===== config.mk =====
export PLATFORM = sky130hd
export DESIGN_NAME = bgba_ctrl
export DESIGN_NICKNAME = d
export VERILOG_FILES = /design/src/rtl/core/bgba_pkg.sv /design/src/rtl/core/bgba_ctrl.sv
export SDC_FILE = /design/constraint.sdc
export NUM_CORES = 1
export LEC_CHECK = 0
export ABC_AREA = 1
export BUFFER_PORTS_ARGS = -buffer_cell sky130_fd_sc_hd__buf_2
export CAP_MARGIN = 15
export CORE_MARGIN = 4
export CORE_UTILIZATION = 40
export CTS_CLUSTER_SIZE = 12
export DETAILED_ROUTE_END_ITERATION = 6
export GPL_TIMING_DRIVEN = 0
export PLACE_DENSITY_LB_ADDON = 0.12
export SYNTH_ARGS = -nofsm -noshare
export SYNTH_HDL_FRONTEND = slang
export SYNTH_SLANG_ARGS = --single-unit

===== constraint.sdc =====
create_clock -name clk -period 1.19 [get_ports clk]
set_input_delay 0.238 -clock clk [delete_from_list [all_inputs] [get_ports clk]]
set_output_delay 0.238 -clock clk [all_outputs]
set_load 0.01 [all_outputs]

===== src/rtl/core/bgba_pkg.sv =====
// ----------------------------------------------------------------------------
// bgba_pkg: shared types and constants for the block group bitmap allocator
// Action and status codes, bitmap geometry, controller/datapath interface.
// ----------------------------------------------------------------------------
package bgba_pkg;

  localparam int NUM_GROUPS           = 16;
  localparam int MAX_BLOCKS_PER_GROUP = 8192;
  localparam int MAX_LIST             = 64;
  localparam int WORD_W               = 64;
  localparam int BIT_W                = $clog2(WORD_W);
  localparam int GRP_W                = $clog2(NUM_GROUPS);
  localparam int WPG_W                = $clog2(MAX_BLOCKS_PER_GROUP / WORD_W);
  localparam int ADDR_W               = GRP_W + WPG_W;

  localparam logic [1:0] ACT_ALLOC   = 2'd0;
  localparam logic [1:0] ACT_RELEASE = 2'd1;
  localparam logic [1:0] ACT_CLAIM   = 2'd2;
  localparam logic [1:0] ACT_LIST    = 2'd3;

  localparam logic [2:0] ST_OK      = 3'd0;
  localparam logic [2:0] ST_NOSPACE = 3'd1;
  localparam logic [2:0] ST_FREE    = 3'd2;
  localparam logic [2:0] ST_USED    = 3'd3;
  localparam logic [2:0] ST_RANGE   = 3'd4;

  localparam logic REG_BPG = 1'b0;
  localparam logic REG_NG  = 1'b1;

  typedef struct packed {
    logic clr_step;
    logic accept;
    logic div_step;
    logic rd_rmw;
    logic rmw_do;
    logic alloc_take;
    logic adv;
    logic set_nospace;
    logic load_mask;
    logic list_emit;
    logic fin_emit;
  } cmd_t;

  typedef struct packed {
    logic cfg_hit;
    logic clr_done;
    logic in_range;
    logic in_search;
    logic div_more;
    logic free_any;
    logic is_list;
    logic last_word;
    logic last_group;
    logic mask_more;
    logic want_one;
    logic out_ready;
  } sts_t;

  // index of the lowest set bit
  function automatic logic [BIT_W-1:0] low_bit(input logic [WORD_W-1:0] v);
    logic [BIT_W-1:0] r;
    r = '0;
    for (int k = WORD_W - 1; k >= 0; k--) begin
      if (v[k]) r = BIT_W'(k);
    end
    return r;
  endfunction

endpackage


===== src/rtl/core/bgba_ctrl.sv =====
// ----------------------------------------------------------------------------
// bgba_ctrl: allocator controller
// Sequences clear sweep, group split, bit update, word scan and result issue.
// ----------------------------------------------------------------------------
module bgba_ctrl (
  input  logic           clk,
  input  logic           rst_n,
  input  logic           in_tvalid,
  output logic           in_tready,
  input  bgba_pkg::sts_t sts,
  output bgba_pkg::cmd_t cmd
);
  import bgba_pkg::*;

  localparam logic [3:0] S_CLEAR = 4'd0;
  localparam logic [3:0] S_IDLE  = 4'd1;
  localparam logic [3:0] S_DIV   = 4'd2;
  localparam logic [3:0] S_RRD   = 4'd3;
  localparam logic [3:0] S_RCHK  = 4'd4;
  localparam logic [3:0] S_SRD   = 4'd5;
  localparam logic [3:0] S_SCHK  = 4'd6;
  localparam logic [3:0] S_LIST  = 4'd7;
  localparam logic [3:0] S_FIN   = 4'd8;

  logic [3:0] state_r, state_nxt;

  assign in_tready = (state_r == S_IDLE);

  always_comb begin
    cmd       = '0;
    state_nxt = state_r;
    case (state_r)
      S_CLEAR: begin
        cmd.clr_step = 1'b1;
        if (sts.clr_done) state_nxt = S_IDLE;
      end
      S_IDLE: begin
        if (in_tvalid) begin
          cmd.accept = 1'b1;
          if (sts.in_search) state_nxt = S_SRD;
          else if (sts.in_range) state_nxt = S_DIV;
          else state_nxt = S_FIN;
        end
      end
      S_DIV: begin
        if (sts.div_more) cmd.div_step = 1'b1;
        else state_nxt = S_RRD;
      end
      S_RRD: begin
        cmd.rd_rmw = 1'b1;
        state_nxt  = S_RCHK;
      end
      S_RCHK: begin
        cmd.rd_rmw = 1'b1;
        if (sts.out_ready) begin
          cmd.rmw_do = 1'b1;
          state_nxt  = S_IDLE;
        end
      end
      S_SRD: state_nxt = S_SCHK;
      S_SCHK: begin
        if (sts.free_any) begin
          if (sts.is_list) begin
            cmd.load_mask = 1'b1;
            state_nxt     = S_LIST;
          end else if (sts.out_ready) begin
            cmd.alloc_take = 1'b1;
            state_nxt      = S_IDLE;
          end
        end else if (sts.last_word && sts.last_group) begin
          cmd.set_nospace = 1'b1;
          state_nxt       = S_FIN;
        end else begin
          cmd.adv   = 1'b1;
          state_nxt = S_SRD;
        end
      end
      S_LIST: begin
        if (sts.out_ready) begin
          cmd.list_emit = 1'b1;
          if (sts.want_one) state_nxt = S_IDLE;
          else if (!sts.mask_more) begin
            if (sts.last_word && sts.last_group) begin
              cmd.set_nospace = 1'b1;
              state_nxt       = S_FIN;
            end else begin
              cmd.adv   = 1'b1;
              state_nxt = S_SRD;
            end
          end
        end
      end
      S_FIN: begin
        if (sts.out_ready) begin
          cmd.fin_emit = 1'b1;
          state_nxt    = S_IDLE;
        end
      end
      default: state_nxt = S_CLEAR;
    endcase
    // new geometry: wipe the bitmap again
    if (sts.cfg_hit) state_nxt = S_CLEAR;
  end

  always_ff @(posedge clk) begin
    if (!rst_n) state_r <= S_CLEAR;
    else state_r <= state_nxt;
  end

  a_emit_room: assert property (@(posedge clk) disable iff (!rst_n)
    (cmd.rmw_do || cmd.alloc_take || cmd.list_emit || cmd.fin_emit) |-> sts.out_ready)
    else $error("result issued while output register full");
  a_search_start: assert property (@(posedge clk) disable iff (!rst_n)
    (cmd.accept && sts.in_search && !sts.cfg_hit) |=> (state_r == S_SRD))
    else $error("search did not start after transfer");
  a_no_take_in_clear: assert property (@(posedge clk) disable iff (!rst_n)
    (state_r == S_CLEAR) |-> !in_tready)
    else $error("input ready during clear sweep");

endmodule


==> summary.txt, run 1 <==
Drt
  • Post-route ant nets: 0
  • Drt pass-1 iters: 4
  • Vias per cell: 5.171
  • Wirelength per Cell: 12.69 um
  • Final wirelength: 2.157 mm
  • Initial DRC count: 13
  • Vias: 879
  • Drc violations: 0

Setup path
  • Crit Reg-Reg Endpoint: state_r[1]
  • Worst setup startpoint: state_r[3]
  • Critical path endpoint: cmd[5]
  • Flop2flop setup slack: -260 ps
  • Crit path DAT: 1270 ps
  • Reg2Reg Depth: 10
  • Critical path class: reg -> out
  • Critical path required time: between 900 and 1000 ps
  • Critical path endpoint category: output pin
  • CP Launch Type: flip-flop
  • R2R Path Start: state_r[3]
  • Critical path fanouts, max: 4

GRT
  • Largest net degree at the start of global routing: 8
  • Vias in the first global route: about 870
  • First-pass GRT wire length: between 3 and 4 mm
  • Initial antenna violation count: 0
  • Total grt overflow: 0
  • Overall global routing resource usage: 22.28%

Die
  • Core box area: 1334 um^2
  • Die width: 45.98 um
  • DIE HEIGHT: 45.98 um
  • Row Count: 13
  • Io pins: 27
  • Initial Utilization: between 40% and 50%
  • Die area: 2114 um^2

Final layout
  • Max reg flops: 4
  • Largest Register: state_r
  • ANT cells: 0
  • Most frequent cells in the layout: buf_2 (25), nand2_1 (21), buf_4 (17), inv_1 (12), nor2_1 (9)
  • Nets: 172
  • Area of the multi-input gates: 564.3 um^2
  • Synth-to-Final Area Change: 91.97%
  • Share of layout cells above drive strength 1: 60.65%
  • Commonest non-fill, non-tap cell in the layout: buf_2
  • Biggest regs: state_r: 4 flops
  • Number of fill cells: 88
  • FF+latch area: ~95 um^2
  • Non-Filler Instances: 170

Timing
  • FMAX: 664.1 MHz
  • RSZ-0062 raised after global routing: yes
  • Slew Limit Fails: 0
  • Final Skew: 1.599 ps
  • Final worst slack: -315.8 ps
  • Slew @ Worst Pin: between 300 and 400 ps
  • Min Hold Slack: 320.2 ps
  • Final critical-path required period: 1506 ps
  • Fin crit share: 126.5%
  • Setup TNS: -3591 ps
  • # setup viols final: 16
  • Slew margin rel.: 78.63%
  • Fin. Hold Viols: 0

Power
  • Cell Pwr Density: between 400 and 500 nW/um^2
  • VDD IR max: approximately 0.48 mV
  • Leak: 0.6014 nW

Clock tree
  • H-tree depth: 1
  • Clk pin slew, worst setup/hold paths: ~40 ps
  • Cts hold-fix bufs: 0
  • Clk_lat worst skew: approximately 230 ps
  • Root Driver: clkbuf_4
  • CTS tree: yes
  • Cts bufs inserted: 3
  • Sink Count: 4
  • Max Root-Sink Buffers: 2

Logic synthesis
  • Syn_nets: 119
  • Synth cell types: 20
  • Synth Instances: 104
  • #FFs+latches synth: 4
  • Register area share after synthesis: 13.88%
  • Synthesized area: roughly 580 um^2
  • Avg Cell Area, Syn: 5.546 um^2
  • Synth Warn #: 0

Placed design
  • DP HPWL: 1.327 mm
  • GPL Wtd Cong: approximately 0.84
  • Dpl ws: -165.8 ps
  • Placed Cells: 145
  • I/O Buffers: 26

Job
  • Maxcap violations: 0

Worst hold path
  • Worst min path class: in -> reg

Run status
  • Failing checks: setup timing
  • Status: complete, but fails checks
stage by stage:
stage | power, mW | utilization (%) | cell area, um^2
after detailed placement | 0.2720 | 57.69 | 769.5
final | 0.4996 | 83.02 | 1107
after global placement | 0.2701 | 57.69 | 769.5
after CTS | 0.4853 | 76.74 | 1023
after floorplan | 0.2260 | - | 620.6
after global routing | 0.5256 | 83.02 | 1107
Yosys cell counts:
library cell,number,area [um^2]
nor4_1,2,12.51
o31ai_1,1,7.510
nor2_4,5,56.30
inv_2,4,15.01
nand2_2,1,6.260
dfxtp_1,4,80.08
nand3b_1,3,22.52
buf_4,1,7.510
inv_1,14,52.55
nor2_2,2,12.51
a21oi_1,2,10.01
nand2_4,2,22.52
nor3_1,2,10.01
a21oi_2,1,8.760
nor2_1,10,37.54
nand3_1,14,70.07
o21ai_0,3,15.01
o21ai_1,3,15.01
nand4_1,1,6.260
nand2_1,29,108.9
final cells by class:
cell class	count	area share (%)
timing repair buffer	49	29.94
tap	15	1.695
clock buffer	3	2.034
sequential	4	8.588
multi-input combinational	81	50.96
inverter	18	6.780
where the power goes:
part | internal, mW | leakage (nW) | total, mW | switching (mW)
registers | 0.131 | 0.0355 | 0.138 | 0.00680
logic | 0.0871 | 0.552 | 0.192 | 0.105
clock network | 0.113 | 0.0138 | 0.169 | 0.0565
total | 0.331 | 0.601 | 0.500 | 0.169
worst min-delay path by stage:
stage	from	to	cells past startpoint
after floorplan	rst_n	state_r[2]	2
after CTS	rst_n	state_r[2]	3
after detailed placement	rst_n	state_r[2]	3
after global routing	rst_n	state_r[2]	3
final	rst_n	state_r[2]	3
after global placement	sts[11]	state_r[2]	4
worst max-delay path, stage by stage (launching register included):
cell     delay, ps
dfxtp_4        370
inv_4           70
nand2_4         60
nor2_4         170
inv_2           80
nor4_4         110
buf_2          160
what timing repair did:
action / 4_1_cts / 5_1_grt
cloned: 0 / 0
pin swaps: 7 / 10
buffers inserted: 18 / 5
endpoints found under the setup margin: 16 / 16
gates resized for setup: 29 / 15
per-layer routing:
metal	vias up	share of wire (%)	global-route usage (%)
li1	443	-	-
met1	393	42	23.78
met2	35	50	41.21
met3	8	5.3	4.348
met4	0	2.3	9.659
met5	-	0	0
cell families after synthesis:
group	Yosys count	synth area share (%)
buffers and inverters	19	13.01
AND/OR/NAND/NOR	71	63.34
flip-flops	4	13.88
AO/OA/AOI/OAI	10	9.761
Power figures use the tool's default switching activity.
==> run 2: changes to the inputs <==
--- a/config.mk
+++ b/config.mk
@@ -8,8 +8,11 @@
 export ABC_AREA = 1
 export BUFFER_PORTS_ARGS = -buffer_cell sky130_fd_sc_hd__buf_2
 export CAP_MARGIN = 15
+export CELL_PAD_IN_SITES_DETAIL_PLACEMENT = 1
+export CELL_PAD_IN_SITES_GLOBAL_PLACEMENT = 1
+export CORE_ASPECT_RATIO = 1.2
 export CORE_MARGIN = 4
-export CORE_UTILIZATION = 40
+export CORE_UTILIZATION = 25
 export CTS_CLUSTER_SIZE = 12
 export DETAILED_ROUTE_END_ITERATION = 6
 export GPL_TIMING_DRIVEN = 0
==> summary.txt, run 2 (same netlist as run 1, synthesis figures left out) <==
Drt
  • Wirelength per Cell: 14.87 um (+17%)
  • Drt pass-1 iters: 3 (-1)
  • Drc violations: 0 (unchanged)
  • Vias: 867 (-1.4%)
  • Vias per cell: 4.712 (-8.9%)
  • Post-route ant nets: 0 (unchanged)
  • Final wirelength: 2.736 mm (+27%)
  • Initial DRC count: 5 (-8)

Final layout
  • Share of layout cells above drive strength 1: 65.58% (+4.9 points)
  • Nets: 171 (-0.58%)
  • Commonest non-fill, non-tap cell in the layout: buf_2
  • Area of the multi-input gates: 585.6 um^2 (+3.8%)
  • Non-Filler Instances: 184 (+8.2%)
  • Biggest regs: state_r: 4 flops
  • Largest Register: state_r
  • Number of fill cells: 285 (+220%)
  • Most frequent cells in the layout: buf_2 (25), nand2_1 (20), buf_6 (12), inv_1 (12), buf_4 (10)
  • ANT cells: 0 (unchanged)
  • Final core occ: 54.62% (-28 points)
  • Synth-to-Final Area Change: 102.6%
  • FF+latch area: 92.59 um^2 (-2.6%)
  • Max reg flops: 4 (unchanged)

Die
  • Io pins: 27 (unchanged)
  • Die area: 3143 um^2 (+49%)
  • Core box area: 2140 um^2 (+60%)
  • Die width: 51.85 um (+13%)
  • Row Count: 18 (+5)
  • Initial Utilization: 26.96% (-16 points)
  • DIE HEIGHT: 60.62 um (+32%)

Setup path
  • Crit Reg-Reg Endpoint: state_r[2]
  • Critical path required time: 950 ps (about the same)
  • Critical path class: reg -> out
  • Worst setup startpoint: state_r[2]
  • Critical path endpoint: cmd[5]
  • Critical path endpoint category: output pin
  • R2R Path Start: state_r[3]
  • Crit path DAT: 1290 ps (+20 ps)
  • CP Launch Type: flip-flop
  • Flop2flop setup slack: -230 ps (+30 ps)
  • Reg2Reg Depth: 10 (unchanged)
  • Critical path fanouts, max: 5 (+1)

Worst hold path
  • Worst min path class: in -> reg
  • Hold_sp: rst_n

Timing
  • # setup viols final: 16 (unchanged)
  • Setup TNS: -3851 ps (-260.8 ps)
  • Slew Limit Fails: 0 (unchanged)
  • Fin crit share: 128.8% (+2.3 points)
  • RSZ-0062 raised after global routing: yes
  • Final worst slack: -342.9 ps (-27.08 ps)
  • FMAX: 652.4 MHz (-1.8%)
  • Slew margin rel.: 79.57% (+0.93 points)
  • Final Skew: 7.200 ps (+5.600 ps)
  • Slew @ Worst Pin: 303.3 ps (-13.87 ps)
  • Final critical-path required period: 1533 ps (+27.08 ps)
  • Fin. Hold Viols: 0 (unchanged)

GRT
  • Initial antenna violation count: 0 (unchanged)
  • Largest net degree at the start of global routing: 8 (unchanged)
  • First-pass GRT wire length: 4.008 mm (+16%)
  • Vias in the first global route: 852 (-1.7%)
  • Total grt overflow: 0 (unchanged)
  • Overall global routing resource usage: 16.68% (-5.6 points)

Job
  • Maxcap violations: 0 (unchanged)

Placed design
  • DP HPWL: 1.639 mm (+24%)
  • I/O Buffers: 26 (unchanged)
  • GPL Wtd Cong: 0.8148 (-2.8%)
  • Placed Cells: 160 (+10%)

Power
  • Total power: 507.9 uW (+1.7%)
  • Leak: 0.5939 nW (-1.2%)
  • Cell Pwr Density: 434.6 nW/um^2 (-3.7%)
  • VDD IR max: 0.5527 mV (+16%)

Run status
  • Status: complete, but fails checks
  • Failing checks: setup timing

Clock tree
  • H-tree depth: 1 (unchanged)
  • Max Root-Sink Buffers: 2 (unchanged)
  • Clk pin slew, worst setup/hold paths: 40 ps (about the same)
  • Sink Count: 4 (unchanged)
  • Root Driver: clkbuf_4
  • Clk_lat worst skew: 230 ps (about the same)
  • Cts bufs inserted: 3 (unchanged)
  • CTS tree: yes
==> run 2: changes by cell type in the layout (fill, tap and decap cells not counted), moves of 2 or more <==
cell	delta
buf_4	-7
a21oi_2	+2
a21oi_1	-2
buf_6	+5
nand2_2	+3
nor2_2	+4
nor2_1	-4
nand2_4	-2
==> run 2: report_power, final <==
group | total (mW) | switching, mW | internal (mW)
Clock | 0.166 | 0.0536 | 0.113
Combinational | 0.203 | 0.117 | 0.0864
Sequential | 0.138 | 0.00520 | 0.133
Total | 0.508 | 0.176 | 0.332
==> run 2: what timing repair did <==
| item | CTS | global route |
|---|---|---|
| gates resized for setup | 26 | 28 |
| pin swaps | 9 | 18 |
| setup endpoints to repair | 16 | 16 |
| hold buffers | 0 | 0 |
| setup buffers | 13 | 8 |
==> run 2: area by class of cell <==
type                    count  area share, %
clock buffers               3          1.927
inverters                  18          6.424
well taps                  30          3.212
repair buffers             47          29.44
plain buffers               1         0.9636
multi-input cells          81          50.11
flip-flops and latches      4          7.923
==> run 2: how the worst min path moves through the flow <==
stage | depth (start not counted) | endpoint | slack, ps
floorplan | 2 | state_r[2] | 420
global placement | 4 | state_r[2] | 560
detailed placement | 3 | state_r[2] | 580
CTS | 3 | state_r[2] | 330
global route | 3 | state_r[2] | 370
finish | 3 | state_r[2] | 350
==> run 2: critical path, cell delays in order (launching register included) <==
cell	delay, ps
dfxtp_4	410
nand2_4	90
nor2_4	180
inv_2	80
nor4_4	130
buf_2	170
==> run 2: per-layer routing <==
layer / share of wire [%] / up-vias / track usage, %
met2: 61 / 18 / 32.32
met5: 0 / - / 0
li1: - / 437 / -
met3: 2.4 / 2 / 1.720
met1: 36 / 410 / 20.41
met4: 0.95 / 0 / 1.124
==> run 2: through the flow <==
step | instance area (um^2) | worst slack (ps) | hold WS (ps)
floorplan | 620.6 | 6.253 | 422.0
global placement | 788.3 | -177.3 | 557.0
detailed placement | 788.3 | -201.0 | 575.1
CTS | 988.4 | -298.4 | 333.6
global route | 1169 | -400.6 | 368.2
finish | 1169 | -342.9 | 353.1
==> run 3: changes to the inputs <==
--- a/config.mk
+++ b/config.mk
@@ -10,7 +10,6 @@
 export CAP_MARGIN = 15
 export CELL_PAD_IN_SITES_DETAIL_PLACEMENT = 1
 export CELL_PAD_IN_SITES_GLOBAL_PLACEMENT = 1
-export CORE_ASPECT_RATIO = 1.2
 export CORE_MARGIN = 4
 export CORE_UTILIZATION = 25
 export CTS_CLUSTER_SIZE = 12
==> summary.txt, run 3 (same netlist as run 1, synthesis figures left out) <==
Die
  • Row Count: 17 (-1)
  • Initial Utilization: 26.07% (-0.88 points)
  • Die area: 3140 um^2 (-0.10%)
  • Die width: 56.04 um (+8.1%)
  • Core box area: 2212 um^2 (+3.4%)
  • Io pins: 27 (unchanged)
  • DIE HEIGHT: 56.04 um (-7.6%)

Final layout
  • Most frequent cells in the layout: buf_2 (24), nand2_1 (19), buf_4 (13), inv_1 (12)
  • Commonest non-fill, non-tap cell in the layout: buf_2
  • ANT cells: 0 (unchanged)
  • Share of layout cells above drive strength 1: 61.59% (-4.0 points)
  • Largest Register: state_r
  • Biggest regs: state_r: 4 flops
  • Nets: 168 (-1.8%)
  • Max reg flops: 4 (unchanged)
  • Synth-to-Final Area Change: 90.89%

Drt
  • Post-route ant nets: 0 (unchanged)
  • Vias per cell: 4.698 (-0.29%)
  • Drt pass-1 iters: 4 (+1)
  • Drc violations: 0 (unchanged)
  • Wirelength per Cell: 14.26 um (-4.1%)
  • Final wirelength: 2.553 mm (-6.7%)
  • Initial DRC count: 11 (+6)
  • Vias: 841 (-3.0%)

Timing
  • FMAX: 653.8 MHz (+0.22%)
  • Fin. Hold Viols: 0 (unchanged)
  • Slew @ Worst Pin: 325.9 ps (+22.59 ps)
  • Slew Limit Fails: 0 (unchanged)
  • # setup viols final: 16 (unchanged)
  • Final worst slack: -339.5 ps (+3.400 ps)
  • Final critical-path required period: 1529 ps (-3.400 ps)
  • Final Skew: 0.9980 ps (-6.202 ps)
  • Setup TNS: -3622 ps (+229.8 ps)
  • Slew margin rel.: 78.05% (-1.5 points)
  • Fin crit share: 128.5% (-0.29 points)
  • Min Hold Slack: 299.5 ps (-53.58 ps)
  • RSZ-0062 raised after global routing: yes

Power
  • VDD IR max: 0.2528 mV (-54%)
  • Leak: 0.5856 nW (-1.4%)
  • Total power: 504.9 uW (-0.58%)
  • Cell Pwr Density: 458.6 nW/um^2 (+5.5%)

Setup path
  • WP buf/inv: 3 (+1)
  • Critical path fanouts, max: 5 (unchanged)
  • Worst-path cell chain: inv_4 -> nand2_4 -> nor2_4 -> inv_2 -> nor4_4 -> buf_2
  • Top Family by Delay on Critical Path: flip-flops
  • CP max stage delay: 370 ps (-40 ps)
  • Crit path depth: 6 (+1)
  • CP Launch Type: flip-flop
  • Reg2Reg Depth: 10 (unchanged)
  • Flop2flop setup slack: -200 ps (+30 ps)
  • Critical path endpoint: cmd[5]
  • Critical path required time: 950 ps (about the same)
  • Worst setup startpoint: state_r[3]
  • Crit path DAT: 1290 ps (about the same)
  • Critical path endpoint category: output pin
  • R2R Path Start: state_r[0]
  • Critical path class: reg -> out
  • Crit Reg-Reg Endpoint: state_r[1]
  • Slowest stage cell, crit path: dfxtp_4

Clock tree
  • Root Driver: clkbuf_4
  • Max Root-Sink Buffers: 2 (unchanged)
  • Clk_lat worst skew: 240 ps (about the same)
  • Sink Count: 4 (unchanged)
  • CTS tree: yes
  • Cts bufs inserted: 3 (unchanged)
  • H-tree depth: 1 (unchanged)
  • Clk pin slew, worst setup/hold paths: 40 ps (about the same)

Run status
  • Failing checks: setup timing
  • Status: complete, but fails checks

Placed design
  • Dpl ws: -177.4 ps (+23.63 ps)
  • GPL Wtd Cong: 0.8144 (about the same)
  • DP HPWL: 1.610 mm (-1.8%)
  • I/O Buffers: 26 (unchanged)

Worst hold path
  • Worst min path class: in -> reg

Job
  • Maxcap violations: 0 (unchanged)

GRT
  • First-pass GRT wire length: 3.774 mm (-5.8%)
  • Largest net degree at the start of global routing: 8 (unchanged)
  • Initial antenna violation count: 0 (unchanged)
  • Vias in the first global route: 843 (-1.1%)
  • Total grt overflow: 0 (unchanged)
  • Overall global routing resource usage: 15.20% (-1.5 points)
## run 3: changes by cell type in the layout (fill, tap and decap cells not counted), moves of 2 or more
cell / delta
a21oi_1: +2
a21oi_2: -2
buf_4: +3
buf_6: -4
nor2_2: -3
nand3_2: +2
nor2_1: +3
nand2_4: +2
nand3_4: -2
## run 3: per-layer routing
layer / track usage, % / vias up / part of all wire [%]
met3: 2.552 / 5 / 4.9
met4: 8.136 / 0 / 2.5
met5: 0 / - / 0
li1: - / 427 / -
met1: 17.78 / 385 / 42
met2: 26.04 / 24 / 50
## run 3: worst min-delay path by stage
stage	from	to	slack, ps	depth (start not counted)
floorplan	rst_n	state_r[2]	420	2
global placement	sts[11]	state_r[2]	550	4
detailed placement	sts[11]	state_r[2]	560	4
CTS	sts[11]	state_r[2]	310	4
global route	rst_n	state_r[2]	320	3
finish	sts[11]	state_r[2]	300	4
## run 3: area by class of cell
cell class / instances / area, um^2
clock buffer: 3 / 22.52
fill: 310 / 1111
inverter: 18 / 77.57
multi-input combinational: 81 / 563.0
sequential: 4 / 95.09
tap: 28 / 35.03
timing repair buffer: 45 / 307.8
## run 3: where the power goes
group	leakage (nW)	internal, mW	total (mW)	switching (mW)
clock network	0.0138	0.113	0.178	0.0650
registers	0.0355	0.131	0.140	0.00926
logic	0.536	0.0806	0.186	0.106
total	0.586	0.325	0.505	0.180
## run 3: metrics by stage
| step | area [um^2] | instances | utilization, % |
|---|---|---|---|
| after floorplan | 620.6 | 104 | - |
| after global placement | 785.8 | 158 | 35.52 |
| after detailed placement | 785.8 | 158 | 35.52 |
| after CTS | 999.7 | 173 | 45.19 |
| after global routing | 1101 | 179 | 49.77 |
| final | 1101 | 179 | 49.77 |
## run 3: tightest hold or removal path, cell delays in order
cell and delay (ps):
buf_2 70, inv_1 30, nand2_1 120, a21oi_2 40
## run 3: repair_timing
item,4_1_cts,5_1_grt
gates resized for setup,31,18
pin swaps,6,11
endpoints found under the setup margin,16,16
hold buffers,0,0
setup buffers,12,8
